`src/rtl/interpolated_fractional_delay_top_defines.svh`:
```
// ----------------------------------------------------------------------------
// interpolated fractional delay: assertion macros
// shared property forms used by the delay line modules
// ----------------------------------------------------------------------------
`ifndef INTERPOLATED_FRACTIONAL_DELAY_TOP_DEFINES_SVH
`define INTERPOLATED_FRACTIONAL_DELAY_TOP_DEFINES_SVH

// same-cycle implication
`define IFD_ASSERT_IMP(lbl, clk, rst_n, ante, cons, msg) \
    lbl: assert property (@(posedge clk) disable iff (!(rst_n)) (ante) |-> (cons)) \
        else $error(msg);

// next-cycle implication
`define IFD_ASSERT_NXT(lbl, clk, rst_n, ante, cons, msg) \
    lbl: assert property (@(posedge clk) disable iff (!(rst_n)) (ante) |=> (cons)) \
        else $error(msg);

`endif

```
`src/rtl/ifd_pkg.sv`:
```
// ----------------------------------------------------------------------------
// ifd_pkg
// widths, constants and shared types of the interpolated fractional delay
// ----------------------------------------------------------------------------
package ifd_pkg;

    localparam int SAMPLE_W = 16;
    localparam int DELAY_W  = 11;
    localparam int FRAC_W   = 15;
    localparam int CFG_W    = 12;

    // ring length after reset
    localparam int LEN_RESET = 2048;

    // unity weight in q15
    localparam logic [FRAC_W-1:0] FRAC_ONE = 15'h7FFF;

    // result buffer
    localparam int OBUF_AW    = 2;
    localparam int OBUF_DEPTH = 1 << OBUF_AW;
    localparam int OBUF_CW    = OBUF_AW + 1;

    typedef logic signed [SAMPLE_W-1:0] t_sample;

    // per item sequencing: idle, read newer tap, read older tap and write
    typedef enum logic [2:0] {
        ST_IDLE = 3'b001,
        ST_RDA  = 3'b010,
        ST_RDB  = 3'b100
    } t_stage;

    // command to the interpolator, valid in the cycle the newer tap arrives
    typedef struct packed {
        logic              first;
        logic [FRAC_W-1:0] frac;
    } t_mac_cmd;

endpackage

```
`src/rtl/ifd_interp.sv`:
```
// ----------------------------------------------------------------------------
// ifd_interp
// linear interpolation of two taps through one shared q15 multiplier
// ----------------------------------------------------------------------------
`include "interpolated_fractional_delay_top_defines.svh"

module ifd_interp (
    input  logic                 i_clk,
    input  logic                 i_rst_n,
    input  ifd_pkg::t_mac_cmd    i_cmd,
    input  ifd_pkg::t_sample     i_rd_data,
    output logic                 o_vld,
    output ifd_pkg::t_sample     o_res
);

    logic [ifd_pkg::FRAC_W-1:0]   r_frac;
    logic [ifd_pkg::SAMPLE_W-1:0] r_t0;
    logic [ifd_pkg::SAMPLE_W-1:0] r_t1;
    logic                         r_sv1;
    logic                         r_sv2;

    logic [ifd_pkg::FRAC_W-1:0]   weight;
    logic signed [31:0]           prod;
    logic [ifd_pkg::SAMPLE_W-1:0] q15;

    // newer tap takes 1 - frac, older tap the next cycle takes frac
    always_comb begin
        weight = i_cmd.first ? (ifd_pkg::FRAC_ONE - i_cmd.frac) : r_frac;
        prod   = $signed(i_rd_data) * $signed({1'b0, weight});
        // weight is never negative, so floor shift fits 16 bits without saturation
        q15    = prod[30:15];
    end

    always_ff @(posedge i_clk) begin
        if (i_cmd.first) begin
            r_t1   <= q15;
            r_frac <= i_cmd.frac;
        end
        if (r_sv1) begin
            r_t0 <= q15;
        end
    end

    always_ff @(posedge i_clk) begin
        if (!i_rst_n) begin
            r_sv1 <= 1'b0;
            r_sv2 <= 1'b0;
        end else begin
            r_sv1 <= i_cmd.first;
            r_sv2 <= r_sv1;
        end
    end

    assign o_vld = r_sv2;
    assign o_res = $signed(r_t0 + r_t1);

    `IFD_ASSERT_IMP(a_mul_no_overlap, i_clk, i_rst_n, i_cmd.first, !r_sv1, "multiplier claimed by two taps")

endmodule

```
`config.mk`:
```
export PLATFORM = sky130hd
export DESIGN_NAME = ifd_interp
export DESIGN_NICKNAME = d
export VERILOG_FILES = /design/src/rtl/ifd_pkg.sv /design/src/rtl/ifd_interp.sv
export VERILOG_INCLUDE_DIRS = /design/src /design/src/rtl
export SDC_FILE = /design/constraint.sdc
export NUM_CORES = 1
export LEC_CHECK = 0
export BUFFER_PORTS_ARGS = -buffer_cell sky130_fd_sc_hd__buf_2
export CORE_MARGIN = 3
export CORE_UTILIZATION = 50
export DETAILED_ROUTE_END_ITERATION = 10
export PLACE_DENSITY_LB_ADDON = 0.1
export SYNTH_ARGS = -nofsm -noshare
export SYNTH_HDL_FRONTEND = slang
export SYNTH_SLANG_ARGS = --single-unit
```
`constraint.sdc`:
```
create_clock -name i_clk -period 8.7 [get_ports i_clk]
set_clock_uncertainty 0.15 [all_clocks]
set_input_delay 1.305 -clock i_clk [delete_from_list [all_inputs] [get_ports i_clk]]
set_output_delay 1.305 -clock i_clk [all_outputs]
set_load 0.005 [all_outputs]
```
==> impl_metrics.xml <==
<?xml version="1.0" encoding="UTF-8"?>
<metrics>
  <group name="die">
    <metric name="design.core.area" unit="sq um">22000</metric>
    <metric name="rows" unit="">54</metric>
    <metric name="boundaryPins" unit="">51</metric>
    <metric name="die_footprint" unit="sq um">24300</metric>
    <metric name="die-height" unit="microns">156</metric>
    <metric name="die-width" unit="microns">156</metric>
    <metric name="floorplan.initialDensity" unit="%">51.1</metric>
  </group>
  <group name="finish">
    <metric name="area.growth.synth_to_final" unit="%">6.78</metric>
    <metric name="num_antenna_cells" unit="">0</metric>
    <metric name="final-instance-count-excl-fill" unit="">1464</metric>
    <metric name="final_net_count" unit="">1549</metric>
    <metric name="layout_cells_sized_above_1" unit="%">7.43</metric>
  </group>
  <group name="setup_path">
    <metric name="timing.critical_path.to_type" unit="">flop</metric>
    <metric name="worstRegToRegCells" unit="">23</metric>
    <metric name="timing.critical_path.required" unit="ns">8.64</metric>
    <metric name="crit_arrival" unit="ns">7.77</metric>
    <metric name="reg2reg_slack" unit="ns">2.16</metric>
    <metric name="critical_path_class" unit="">in2reg</metric>
    <metric name="r2r-start" unit="">r_frac[5]$_DFFE_PP_</metric>
    <metric name="worst-path-max-fanout" unit="">28</metric>
    <metric name="worstSetupStartpointType" unit="">primary input</metric>
    <metric name="reg2reg_to" unit="">r_t0[7]$_DFFE_PP_</metric>
  </group>
  <group name="timing">
    <metric name="grt_setup_unrepaired" unit="">false</metric>
    <metric name="timing_hold_violations_final" unit="">0</metric>
    <metric name="max_freq" unit="MHz">128</metric>
    <metric name="min_period" unit="ns">7.83</metric>
    <metric name="worst_margin_slew" unit="ns">0.780</metric>
    <metric name="final.hold.worst_slack" unit="ns">0.686</metric>
    <metric name="timing.slew.headroom" unit="%">47.9</metric>
    <metric name="number_of_endpoints_failing_setup_at_the_final_stage" unit="">0</metric>
    <metric name="final_max_slew_viols" unit="">0</metric>
    <metric name="final_min_period_over_clock_period" unit="%">90.0</metric>
    <metric name="fin_tns_setup" unit="ns">0</metric>
  </group>
  <group name="routing">
    <metric name="drtIter0Drc" unit="">344</metric>
    <metric name="detailedRoute.firstPassIterationCount" unit="">5</metric>
    <metric name="route.detailed.drc" unit="">0</metric>
    <metric name="post_drt_via_cell_ratio" unit="">5.11</metric>
    <metric name="drt-total-wl" unit="mm">25.6</metric>
    <metric name="num_vias" unit="">7480</metric>
    <metric name="route.detailed.wl_per_inst" unit="microns">17.5</metric>
    <metric name="drtAntennaViolNets" unit="">0</metric>
  </group>
  <group name="logic_synthesis">
    <metric name="portion_of_synthesized_cell_area_occupied_by_the_leading_cell_type" unit="%">43.0</metric>
    <metric name="netlist_instances" unit="">1143</metric>
    <metric name="yosys.cell_count.top_type" unit="">sky130_fd_sc_hd__inv_1</metric>
    <metric name="yosys_register_bits" unit="">49</metric>
    <metric name="synth.cell_area" unit="sq um">11200</metric>
    <metric name="synthDominantAreaCellType" unit="">sky130_fd_sc_hd__fa_1</metric>
    <metric name="ys_async_sr_fraction" unit="%">0</metric>
    <metric name="dominantRegCellSynth" unit="">sky130_fd_sc_hd__edfxtp_1</metric>
    <metric name="synth-seq-area-share" unit="%">12.9</metric>
    <metric name="yosysUniqueCellTypes" unit="">51</metric>
    <metric name="synth_area_leaders" unit="">sky130_fd_sc_hd__fa_1 43%, sky130_fd_sc_hd__edfxtp_1 13%, sky130_fd_sc_hd__ha_1 10%</metric>
    <metric name="synthTopCellsByCount" unit="">295 x sky130_fd_sc_hd__inv_1, 241 x sky130_fd_sc_hd__fa_1, 128 x sky130_fd_sc_hd__nand2_1</metric>
    <metric name="mappedNetlistNets" unit="">1509</metric>
    <metric name="synth_edf_count" unit="">47</metric>
    <metric name="synth-warning-count" unit="">0</metric>
    <metric name="syn_area_per_cell" unit="sq um">9.81</metric>
  </group>
  <group name="grt">
    <metric name="number_of_global_route_vias_before_repair" unit="">8215</metric>
    <metric name="grt_antenna_before_repair" unit="">0</metric>
    <metric name="wire_length_of_the_first_global_routing_pass" unit="mm">43.3</metric>
    <metric name="gr-usage-all-layers" unit="%">23.0</metric>
    <metric name="grt.overflow.total" unit="">0</metric>
    <metric name="grt_max_degree" unit="">29</metric>
  </group>
  <group name="clocking">
    <metric name="cts.sink_count" unit="">49</metric>
    <metric name="cts_tree" unit="">yes</metric>
    <metric name="number_of_buffers_added_to_fix_hold_violations_after_cts" unit="">0</metric>
    <metric name="cts_resized" unit="">0</metric>
    <metric name="clock-root-buffer" unit="">sky130_fd_sc_hd__clkbuf_16</metric>
    <metric name="clk_pin_slew_worst_paths" unit="ns">0.06</metric>
    <metric name="cts_inserted_buffers" unit="">5</metric>
    <metric name="clk-insertion-delay-late" unit="ns">0.29</metric>
    <metric name="post_cts.repair.setup_buffers" unit="">0</metric>
    <metric name="h-tree-depth" unit="">2</metric>
    <metric name="clockBufferDepth" unit="">2</metric>
  </group>
  <group name="job">
    <metric name="maxCapViolations" unit="">0</metric>
  </group>
  <group name="place">
    <metric name="port_buffers" unit="">50</metric>
    <metric name="detailedPlacementHpwl" unit="mm">20.9</metric>
    <metric name="place.detailed.instances" unit="">1456</metric>
    <metric name="gpl.final_weighted_congestion" unit="">0.852</metric>
  </group>
  <group name="worst_hold_path">
    <metric name="holdCritStartpoint" unit="">r_sv1$_SDFF_PN0_</metric>
    <metric name="hold_path_end" unit="">r_t0[1]$_DFFE_PP_</metric>
    <metric name="min_path_cells" unit="">0</metric>
    <metric name="worst_min_delay_path_category" unit="">reg2reg</metric>
  </group>
  <group name="status">
    <metric name="run_status" unit="">finished clean</metric>
  </group>
</metrics>
[cells by family (layout without fill, tap and decap cells)]
| family | count (synthesis) | in the layout | share of synthesized area, % |
|---|---|---|---|
| flip-flops | 49 | 49 | 12.9 |
| multiplexers | 10 | 10 | 0.926 |
| AO/OA/AOI/OAI | 73 | 73 | 5.03 |
| buffers and inverters | 329 | 370 | 11.1 |
| AND/OR/NAND/NOR | 312 | 312 | 13.9 |
| XOR/XNOR | 38 | 38 | 2.97 |
| adder cells (fa/ha/maj) | 332 | 332 | 53.2 |
[sequential cells by signal, indices dropped and copies added (netlist names)]
signal and count:
r_frac 15, r_t1 16, r_sv1 1, o_vld 1, r_t0 16
[through the flow]
step                      setup slack [ns]  instance area [sq um]  util [%]
after floorplan                       1.04                  11200         -
after global placement               0.604                  11800      53.8
after detailed placement             0.534                  11800      53.8
after CTS                            0.843                  12000      54.5
after global routing                 0.488                  12000      54.5
final                                0.868                  12000      54.5
[worst max path at each step]
stage,from,to,depth (start not counted)
after floorplan,i_cmd[15],r_t0[14]$_DFFE_PP_,23
after global placement,i_cmd[15],r_t0[8]$_DFFE_PP_,22
after detailed placement,i_cmd[15],r_t1[7]$_DFFE_PP_,22
after CTS,i_cmd[15],r_t1[8]$_DFFE_PP_,22
after global routing,i_cmd[15],r_t1[7]$_DFFE_PP_,21
final,i_cmd[15],r_t0[7]$_DFFE_PP_,22
[placed cells by master, fill, tap and decap left out, types with 5 or more instances in the layout]
cell type,netlist,final
sky130_fd_sc_hd__fa_1,241,241
sky130_fd_sc_hd__buf_4,0,17
sky130_fd_sc_hd__edfxtp_1,47,47
sky130_fd_sc_hd__o21ai_1,7,7
sky130_fd_sc_hd__nor2_1,25,25
sky130_fd_sc_hd__clkbuf_16,0,5
sky130_fd_sc_hd__a21o_1,5,5
sky130_fd_sc_hd__xnor2_1,31,31
sky130_fd_sc_hd__and2_1,122,122
sky130_fd_sc_hd__ha_1,91,91
sky130_fd_sc_hd__mux2i_1,9,9
sky130_fd_sc_hd__o21a_1,8,8
sky130_fd_sc_hd__nor3_1,7,7
sky130_fd_sc_hd__nand3_1,8,8
sky130_fd_sc_hd__xor2_1,7,7
sky130_fd_sc_hd__inv_1,295,295
sky130_fd_sc_hd__nand2_1,128,128
sky130_fd_sc_hd__a21oi_1,18,18
sky130_fd_sc_hd__o21ai_0,7,7
sky130_fd_sc_hd__buf_2,0,50
[cell type report]
type                            instances  area, sq um
Timing Repair Buffer                   67          378
Tap cell                              280          350
Fill cell                            2037         9980
Clock buffer                            6          129
Multi-Input combinational cell        765         8520
Clock inverter                          2         38.8
Sequential cell                        49         1450
Inverter                              295         1110
[metal layers]
| layer | share of wire (%) | track usage (%) | vias up |
|---|---|---|---|
| met3 | 5.3 | 2.88 | 31 |
| met5 | 0 | 0 | - |
| met4 | 2.3 | 5.30 | 0 |
| met2 | 49 | 39.8 | 196 |
| li1 | - | - | 3489 |
| met1 | 43 | 31.3 | 3764 |
[critical path: stages]
cell and delay, ns:
sky130_fd_sc_hd__buf_2 0.46, sky130_fd_sc_hd__buf_4 0.46, sky130_fd_sc_hd__mux2i_1 0.23, sky130_fd_sc_hd__buf_4 0.27
sky130_fd_sc_hd__nand2_1 0.10, sky130_fd_sc_hd__fa_1 0.47, sky130_fd_sc_hd__fa_1 0.51, sky130_fd_sc_hd__inv_1 0.06
sky130_fd_sc_hd__fa_1 0.55, sky130_fd_sc_hd__fa_1 0.44, sky130_fd_sc_hd__fa_1 0.49, sky130_fd_sc_hd__inv_1 0.05
sky130_fd_sc_hd__fa_1 0.48, sky130_fd_sc_hd__inv_1 0.04, sky130_fd_sc_hd__ha_1 0.35, sky130_fd_sc_hd__a221o_1 0.38
sky130_fd_sc_hd__a31oi_4 0.21, sky130_fd_sc_hd__o2111ai_4 0.21, sky130_fd_sc_hd__a31oi_2 0.27, sky130_fd_sc_hd__nor2b_1 0.09
sky130_fd_sc_hd__nor2_1 0.12, sky130_fd_sc_hd__xnor2_1 0.20
Power is left out: the tool's default activity adds up to more than one toggle a clock period on the data nets, which glitch-free logic cannot reach.
