[src/rtl/interpolated_fractional_delay_top_defines.svh]
// ----------------------------------------------------------------------------
// interpolated fractional delay: assertion macros
// shared property forms used by the delay line modules
// ----------------------------------------------------------------------------
`ifndef INTERPOLATED_FRACTIONAL_DELAY_TOP_DEFINES_SVH
`define INTERPOLATED_FRACTIONAL_DELAY_TOP_DEFINES_SVH

// same-cycle implication
`define IFD_ASSERT_IMP(lbl, clk, rst_n, ante, cons, msg) \
    lbl: assert property (@(posedge clk) disable iff (!(rst_n)) (ante) |-> (cons)) \
        else $error(msg);

// next-cycle implication
`define IFD_ASSERT_NXT(lbl, clk, rst_n, ante, cons, msg) \
    lbl: assert property (@(posedge clk) disable iff (!(rst_n)) (ante) |=> (cons)) \
        else $error(msg);

`endif

[src/rtl/ifd_pkg.sv]
// ----------------------------------------------------------------------------
// ifd_pkg
// widths, constants and shared types of the interpolated fractional delay
// ----------------------------------------------------------------------------
package ifd_pkg;

    localparam int SAMPLE_W = 16;
    localparam int DELAY_W  = 11;
    localparam int FRAC_W   = 15;
    localparam int CFG_W    = 12;

    // ring length after reset
    localparam int LEN_RESET = 2048;

    // unity weight in q15
    localparam logic [FRAC_W-1:0] FRAC_ONE = 15'h7FFF;

    // result buffer
    localparam int OBUF_AW    = 2;
    localparam int OBUF_DEPTH = 1 << OBUF_AW;
    localparam int OBUF_CW    = OBUF_AW + 1;

    typedef logic signed [SAMPLE_W-1:0] t_sample;

    // per item sequencing: idle, read newer tap, read older tap and write
    typedef enum logic [2:0] {
        ST_IDLE = 3'b001,
        ST_RDA  = 3'b010,
        ST_RDB  = 3'b100
    } t_stage;

    // command to the interpolator, valid in the cycle the newer tap arrives
    typedef struct packed {
        logic              first;
        logic [FRAC_W-1:0] frac;
    } t_mac_cmd;

endpackage

[src/rtl/ifd_ifs.sv]


interface ifd_out_if;
    logic                               valid;
    logic                               ready;
    logic signed [ifd_pkg::SAMPLE_W-1:0] delayed_out;

    modport source (output valid, delayed_out, input ready);
    modport sink   (input valid, delayed_out, output ready);
endinterface

[src/rtl/ifd_obuf.sv]
// ----------------------------------------------------------------------------
// ifd_obuf
// small result queue that decouples the pipeline from the output handshake
// ----------------------------------------------------------------------------
`include "interpolated_fractional_delay_top_defines.svh"

module ifd_obuf (
    input  logic              i_clk,
    input  logic              i_rst_n,
    input  logic              i_push,
    input  ifd_pkg::t_sample  i_data,
    ifd_out_if.source         o_out
);

    logic [ifd_pkg::SAMPLE_W-1:0] r_mem [ifd_pkg::OBUF_DEPTH];
    logic [ifd_pkg::OBUF_AW-1:0]  r_wp;
    logic [ifd_pkg::OBUF_AW-1:0]  r_rp;
    logic [ifd_pkg::OBUF_CW-1:0]  r_cnt;
    logic                         pop;

    assign pop = o_out.valid && o_out.ready;

    always_ff @(posedge i_clk) begin
        if (i_push) begin
            r_mem[r_wp] <= i_data;
        end
    end

    always_ff @(posedge i_clk) begin
        if (!i_rst_n) begin
            r_wp  <= '0;
            r_rp  <= '0;
            r_cnt <= '0;
        end else begin
            if (i_push) begin
                r_wp <= r_wp + ifd_pkg::OBUF_AW'(1);
            end
            if (pop) begin
                r_rp <= r_rp + ifd_pkg::OBUF_AW'(1);
            end
            r_cnt <= r_cnt + ifd_pkg::OBUF_CW'(i_push) - ifd_pkg::OBUF_CW'(pop);
        end
    end

    assign o_out.valid       = (r_cnt != '0);
    assign o_out.delayed_out = $signed(r_mem[r_rp]);

    `IFD_ASSERT_IMP(a_obuf_no_overflow, i_clk, i_rst_n, i_push, (r_cnt < ifd_pkg::OBUF_CW'(ifd_pkg::OBUF_DEPTH)) || pop, "result queue overflow")

endmodule

[src/flat_wrapper.sv]
// flat-port wrapper written by rule: the top's interface ports become plain ports
module ifd_obuf_flat 
  (i_clk, i_rst_n, i_push, i_data, o_out_valid, o_out_delayed_out, o_out_ready);
  ifd_out_if o_out_i ();
  input  logic i_clk;
  input  logic i_rst_n;
  input  logic i_push;
  input  ifd_pkg::t_sample i_data;
  output wire logic [$bits(o_out_i.valid)-1:0] o_out_valid;
  output wire logic [$bits(o_out_i.delayed_out)-1:0] o_out_delayed_out;
  input wire logic [$bits(o_out_i.ready)-1:0] o_out_ready;
  assign o_out_valid = o_out_i.valid;
  assign o_out_delayed_out = o_out_i.delayed_out;
  assign o_out_i.ready = o_out_ready;
  ifd_obuf u_core (.i_clk(i_clk), .i_rst_n(i_rst_n), .i_push(i_push), .i_data(i_data), .o_out(o_out_i));
endmodule
[config.mk]
export PLATFORM = sky130hd
export DESIGN_NAME = ifd_obuf_flat
export DESIGN_NICKNAME = d
export VERILOG_FILES = /design/src/rtl/ifd_pkg.sv /design/src/rtl/ifd_ifs.sv /design/src/rtl/ifd_obuf.sv /design/src/flat_wrapper.sv
export VERILOG_INCLUDE_DIRS = /design/src /design/src/rtl
export SDC_FILE = /design/constraint.sdc
export NUM_CORES = 1
export LEC_CHECK = 0
export BUFFER_PORTS_ARGS = -buffer_cell sky130_fd_sc_hd__buf_2
export CAP_MARGIN = 15
export CELL_PAD_IN_SITES_DETAIL_PLACEMENT = 0
export CELL_PAD_IN_SITES_GLOBAL_PLACEMENT = 2
export CORE_UTILIZATION = 40
export CTS_BUF_LIST = sky130_fd_sc_hd__clkbuf_2 sky130_fd_sc_hd__clkbuf_4 sky130_fd_sc_hd__clkbuf_8
export CTS_CLUSTER_SIZE = 8
export DETAILED_ROUTE_END_ITERATION = 16
export MAX_ROUTING_LAYER = met4
export PLACE_DENSITY_LB_ADDON = 0.2
export REMOVE_ABC_BUFFERS = 1
export SLEW_MARGIN = 20
export SYNTH_ARGS = -nofsm -noshare
export SYNTH_HDL_FRONTEND = slang
export SYNTH_SLANG_ARGS = --single-unit
[constraint.sdc]
create_clock -name i_clk -period 4.1 [get_ports i_clk]
set_clock_uncertainty 0.15 [all_clocks]
set_input_delay 0.615 -clock i_clk [delete_from_list [all_inputs] [get_ports i_clk]]
set_output_delay 0.615 -clock i_clk [all_outputs]
set_load 0.005 [all_outputs]
==> results by group, run 1 <==
Status
  – Status: completed

Synthesis
  – Area contributors post-synth: edfxtp_1 (68%), mux4_2 (8.0%), dfxtp_1 (6.4%)
  – Count leader, synth: edfxtp_1
  – Dominant cell type by area after synthesis: edfxtp_1
  – Post-synth top cells: edfxtp_1 (64), mux4_2 (10), dfxtp_1 (9)
  – Post-synth ARST share: 0%
  – Post-synth EDFFs: 64
  – Sequential fraction of the synthesis area: 74.67%
  – Cell variety after synth: 20
  – Synth top area share: 68.27%
  – Post-synthesis cell area: 2815 sq um
  – Main flop type after synthesis: edfxtp_1
  – Yosys warnings: 0
  – Synth Instances: 128
  – Flops & latches, synth: 73
  – Mean Syn Cell Area: 21.99 sq um

Timing
  – Max-slew headroom: 40.48%
  – Unrepaired setup endpoints after global routing: no
  – Setup ws final: 1509 ps
  – Pins Over Slew Limit: 0
  – Endpoints failing setup: 0
  – Final period util: 63.20%
  – Max Fclk: 385.9 MHz
  – Actual slew at the worst max-slew pin: 892.8 ps
  – Final TNS setup: 0 ps
  – Clock period minus worst slack: 2591 ps
  – Fin. Hold Viols: 0

Clock tree
  – Post CTS Setup Buffer Count: 0
  – Sinks on Clock Net: 73
  – Resize count post-CTS: 0
  – Clock-pin slew on the worst setup and hold paths: 80 ps
  – Cts hold-fix bufs: 0
  – Num CTS Buffers: 9
  – # H-tree levels: 3
  – CTS tree: built
  – Clk_lat worst skew: 340 ps
  – CTS max path bufs: 2
  – CTS root buf: clkbuf_8

Place
  – Hpwl dp: 2.787 mm
  – Placed insts: 256
  – Routability cong.: 0.6050
  – Pre-CTS setup slack: 1430 ps
  – Count of input and output buffers: 36

Global route
  – Largest net degree at the start of global routing: 17
  – Number of global-route vias before repair: 1396
  – Initial antenna violation count: 1
  – GRT Util Overall: 14.32%
  – GRT overflow: 0
  – Wire length of the first global-routing pass: 7.272 mm

Setup path
  – Slowest cell on the critical path: dfxtp_2
  – Worst Setup End Kind: output pin
  – Classification of the worst setup path: reg2out
  – Crit-path max cell delay: 700 ps
  – Critical path peak fanout: 16
  – Reg2reg setup slack: 1920 ps
  – RR Startpoint: u_core.r_cnt[1]$_SDFF_PN0_
  – Crit path arrival time: 1830 ps
  – WP data required: 3340 ps
  – Critical-path cell list: mux4_1 > buf_2
  – CP Launch Type: flip-flop
  – Worst r2r dst: u_core.r_cnt[2]$_SDFF_PN0_
  – R2R cell count: 7

Drt
  – Via count: 1282
  – Wire length per cell: 16.58 um
  – Total wire length: 4.527 mm
  – DR pass1 iterations: 4
  – DRC errors left: 0
  – Via density per instance: 4.696
  – DRT iter0 DRCs: 44
  – Post-DRT Antenna Nets: 0

Floorplan
  – Chip width: 85.89 um
  – Die area: 7377 sq um
  – Initial Util: 41.44%
  – I/O pin cnt: 37
  – Row Count: 30
  – Area of the core: 6794 sq um
  – DIE HEIGHT: 85.89 um

Power and ir drop
  – Peak supply drop: 0.2367 mV
  – Pwr per Cell Area: 557.5 nW/um^2
  – Power Total: 1.841 mW
  – Leak Pwr: 1.178 nW

Run
  – Max cap viols: 0

Finish
  – # fillers: 561
  – Non-Filler Instances: 273
  – Area growth syn-to-layout: 17.29%
  – Final Util: 48.60%
  – Nets: 198
  – Fraction of layout cells with a size suffix above 1: 35.80%

Hold path
  – Min-Delay Endpoint: u_core.r_mem[0][13]$_DFFE_PP_
  – Worst Hold Class: in2reg
  – Hold Path Depth: 1
  – Worst Hold Launch: i_data[13]
-- layout make-up --
class	count	area (sq um)	area share [%]
Sequential cell	73	2103	63.70
Multi-Input combinational cell	45	649.4	19.67
Timing Repair Buffer	36	180.2	5.457
Clock buffer	11	145.1	4.396
Tap cell	96	120.1	3.638
Clock inverter	5	78.83	2.387
Inverter	6	22.52	0.6821
Antenna cell	1	2.502	0.07579
-- cell usage in the layout, fill, tap and decap left out --
cell type  Yosys  final
o31a_1         1      1
dfxtp_2        0      1
dfxtp_1        9      8
nand2b_1       2      2
and2_1         8      8
diode_2        0      1
or3_1          1      1
edfxtp_1      64     64
inv_1          6      6
o311ai_0       1      1
xor2_1         1      1
buf_2          2     36
clkbuf_4       0      1
ha_1           6      6
inv_6          0      1
clkbuf_8       0     10
mux2i_1        4      4
fa_1           1      1
mux4_1         6      6
mux4_2        10     10
clkinv_2       0      2
xnor3_1        1      1
nand2_1        2      2
nor2b_1        1      1
bufinv_16      0      2
-- how the worst max path moves through the flow --
stage / slack [ps] / end / cells after the start / startpoint
after global placement: 1490 / o_out_delayed_out[3] / 2 / flip-flop
after floorplan: 1880 / o_out_delayed_out[0] / 1 / flip-flop
after CTS: 1050 / o_out_delayed_out[3] / 2 / flip-flop
after global routing: 1380 / o_out_delayed_out[3] / 2 / flip-flop
final: 1510 / o_out_delayed_out[3] / 2 / flip-flop
after detailed placement: 1430 / o_out_delayed_out[3] / 2 / flip-flop
-- cell families (layout without fill, tap and decap cells) --
family / count (synthesis) / count (layout) / share of synthesized area, %
buffers and inverters: 10 / 58 / 2.267
XOR/XNOR: 2 / 2 / 1.111
adder cells (fa/ha/maj): 7 / 7 / 3.378
AO/OA/AOI/OAI: 2 / 2 / 0.6223
flip-flops: 73 / 73 / 74.67
AND/OR/NAND/NOR: 14 / 14 / 2.934
other: 0 / 1 / 0
multiplexers: 20 / 20 / 15.02
-- critical path: cells and delay by family (launching register included) --
family / cells / cell delay, ps
DFF: 1 / 700
muxes: 1 / 630
buffers and inverters: 1 / 140
-- per-layer routing --
| layer | part of all wire (%) | global-route usage [%] |
|---|---|---|
| met5 | 0 | - |
| met3 | 4.4 | 3.754 |
| met1 | 45 | 17.20 |
| met4 | 1.9 | 7.727 |
| met2 | 49 | 22.22 |
-- power by group --
part / switching, mW / internal, mW / total (mW)
combinational: 0.105 / 0.180 / 0.285
clock: 0.259 / 0.366 / 0.625
sequential: 0.0647 / 0.865 / 0.930
total: 0.429 / 1.41 / 1.84
-- stage by stage --
step | hold slack (ps) | instance area [sq um]
6_report | 332.9 | 3302
3_3_place_gp | 307.4 | 3074
3_5_place_dp | 332.1 | 3074
2_1_floorplan | 298.9 | 2774
4_1_cts | 320.4 | 3298
5_1_grt | 323.3 | 3302
-- sequential cells by signal (all words and copies together), names as in the netlist, named ones only --
| name | cells |
|---|---|
| u_core.r_rp | 2 |
| u_core.r_mem | 64 |
| u_core.r_cnt | 3 |
| u_core.r_wp | 2 |
No activity file was read; power rests on OpenSTA's default activity.
==> run 2: changes to the inputs <==
Settings changed: ABC_AREA from default to 1, CORE_UTILIZATION 40 to 37.
Clock period 4.1 ns to 2.07 ns, I/O delays scaled along.
==> results by group, run 2 <==
Clock tree
  – Num CTS Buffers: 9
  – Cts hold-fix bufs: 0
  – CTS max path bufs: 2
  – # H-tree levels: 3
  – Clk_lat worst skew: 340 ps
  – CTS root buf: clkbuf_8
  – Clock-pin slew on the worst setup and hold paths: 70 ps
  – CTS tree: built
  – Sinks on Clock Net: 73
  – Post CTS Setup Buffer Count: 0

Synthesis
  – Post-synth top cells: edfxtp_1 (64), nor2_1 (37), o21ai_1 (28)
  – Synth top area share: 68.39%
  – Mean Syn Cell Area: 13.13 sq um
  – Flops & latches, synth: 73
  – Sequential fraction of the synthesis area: 74.80%
  – Cell variety after synth: 16
  – Yosys warnings: 0
  – Area contributors post-synth: edfxtp_1 (68%), dfxtp_1 (6.4%), o21ai_1 (5.0%)
  – Post-synthesis cell area: 2810 sq um
  – Post-synth EDFFs: 64
  – Post-synth ARST share: 0%
  – Synth Instances: 214
  – Dominant cell type by area after synthesis: edfxtp_1
  – Main flop type after synthesis: edfxtp_1
  – Count leader, synth: edfxtp_1

Floorplan
  – Chip width: 89.15 um
  – Initial Util: 38.54%
  – DIE HEIGHT: 89.15 um
  – Die area: 7948 sq um
  – Row Count: 31
  – Area of the core: 7292 sq um
  – I/O pin cnt: 37

Drt
  – Post-DRT Antenna Nets: 0
  – Total wire length: 5.047 mm
  – DR WL met3: 170 um
  – Routed wire length on met2: 2.447 mm
  – DRT iter0 DRCs: 76
  – Wire length per cell: 13.71 um
  – Via count: 1657
  – Met1 wire length: 2.301 mm
  – Top sig layer: met4
  – DR pass1 iterations: 4
  – Via density per instance: 4.503
  – DRC errors left: 0

Run
  – Max cap viols: 0

Timing
  – Pins Over Slew Limit: 0
  – Actual slew at the worst max-slew pin: 343.8 ps
  – Final period util: 96.70%
  – Fin. Hold Viols: 0
  – Max Fclk: 499.6 MHz
  – Final TNS setup: 0 ps
  – Unrepaired setup endpoints after global routing: yes
  – Hold Slack: 32.03 ps
  – Max-slew headroom: 77.08%
  – Clock period minus worst slack: 2002 ps
  – Endpoints failing setup: 0

Setup path
  – Crit path max-delay family: buffers and inverters
  – Slowest cell on the critical path: dfxtp_1
  – WP data required: 1610 ps
  – Critical path buffers and inverters: 2
  – Crit-path max cell delay: 350 ps
  – Critical path peak fanout: 32
  – Worst r2r dst: u_core.r_cnt[2]$_SDFF_PN0_
  – R2R cell count: 8
  – Crit path arrival time: 1540 ps
  – Worst Setup End Kind: output pin
  – Reg2reg setup slack: 210 ps
  – CP Launch Type: flip-flop
  – Critical-path cell list: buf_4 > o21ai_1 > o22ai_1 > buf_2
  – RR Startpoint: u_core.r_cnt[1]$_SDFF_PN0_
  – Classification of the worst setup path: reg2out

Power and ir drop
  – Leak Pwr: 1.291 nW
  – Peak supply drop: 0.5246 mV
  – Power Total: 3.602 mW
  – Pwr per Cell Area: 1072 nW/um^2

Finish
  – Most common cell after layout, fill and taps aside: edfxtp_1
  – Final Util: 46.09%
  – Most flop-heavy register: u_core.r_mem
  – Ant diodes: 0
  – Number of flip-flops in the largest register: 64
  – Most frequent cells in the layout: edfxtp_1 (64), nor2_1 (37), buf_2 (36), o21ai_1 (28), o22ai_1 (16)
  – Area growth syn-to-layout: 19.59%
  – Final Cell Area: 3361 sq um
  – Fraction of layout cells with a size suffix above 1: 24.54%
  – Nets: 291
  – Largest regs: u_core.r_mem x64, u_core.r_cnt x3

Place
  – Routability cong.: 0.6766
  – Post-place instance area: 3164 sq um
  – Hpwl dp: 3.245 mm
  – Count of input and output buffers: 36

Hold path
  – Min-Delay Endpoint: u_core.r_mem[0][3]$_DFFE_PP_
  – Worst Hold Class: in2reg
  – Worst Hold Launch: i_data[3]
  – Hold Path Depth: 1

Global route
  – Wire length of the first global-routing pass: 7.948 mm
  – GRT Util Overall: 15.05%
  – Number of global-route vias before repair: 1610
  – Largest net degree at the start of global routing: 33
  – GRT overflow: 0
  – Initial antenna violation count: 0

Status
  – Status: completed
run 2: cell families after synthesis:
group | synth area share, %
DFF | 74.80
and+or+nand+nor | 7.168
buffers and inverters | 3.873
adders and majority gates | 3.384
AOI/OAI and AO/OA | 10.77
run 2: per-layer routing:
layer | track usage, % | vias to the layer above
met1 | 17.78 | 753
met3 | 3.232 | 12
met2 | 23.66 | 27
met5 | - | -
met4 | 9.091 | 0
li1 | - | 865
run 2: area by class of cell:
class                           count  area, sq um
Clock buffer                        9        123.9
Clock inverter                      7        71.32
Fill cell                         681         3931
Inverter                           17        63.81
Multi-Input combinational cell    116        599.3
Sequential cell                    73         2103
Tap cell                           99        123.9
Timing Repair Buffer               47        275.3
run 2: how the worst max path moves through the flow:
stage                            endpoint  slack, ps                       start  cells after the start
4_1_cts              o_out_delayed_out[8]         40                   flip-flop                      4
2_1_floorplan        o_out_delayed_out[0]        150                   flip-flop                      3
3_5_place_dp   u_core.r_cnt[2]$_SDFF_PN0_        200                 o_out_ready                      8
3_3_place_gp   u_core.r_cnt[2]$_SDFF_PN0_        200  u_core.r_cnt[1]$_SDFF_PN0_                      8
5_1_grt              o_out_delayed_out[8]        -20                   flip-flop                      4
6_report             o_out_delayed_out[8]         70                   flip-flop                      4
run 2: stage by stage:
step / setup WS [ps] / cells
4_1_cts: 42.68 / 368
5_1_grt: -17.12 / 368
6_report: 68.32 / 368
2_1_floorplan: 154.3 / 206
3_3_place_gp: 201.7 / 352
3_5_place_dp: 198.9 / 352
run 2: what timing repair did:
item,4_1_cts,5_1_grt
pin swaps,0,0
setup endpoints to repair,5,3
resized for setup,1,0
run 2: where the power goes:
group / leakage (nW) / internal, mW / switching (mW)
sequential: 0.663 / 1.70 / 0.0441
combinational: 0.525 / 0.316 / 0.476
clock: 0.103 / 0.555 / 0.507
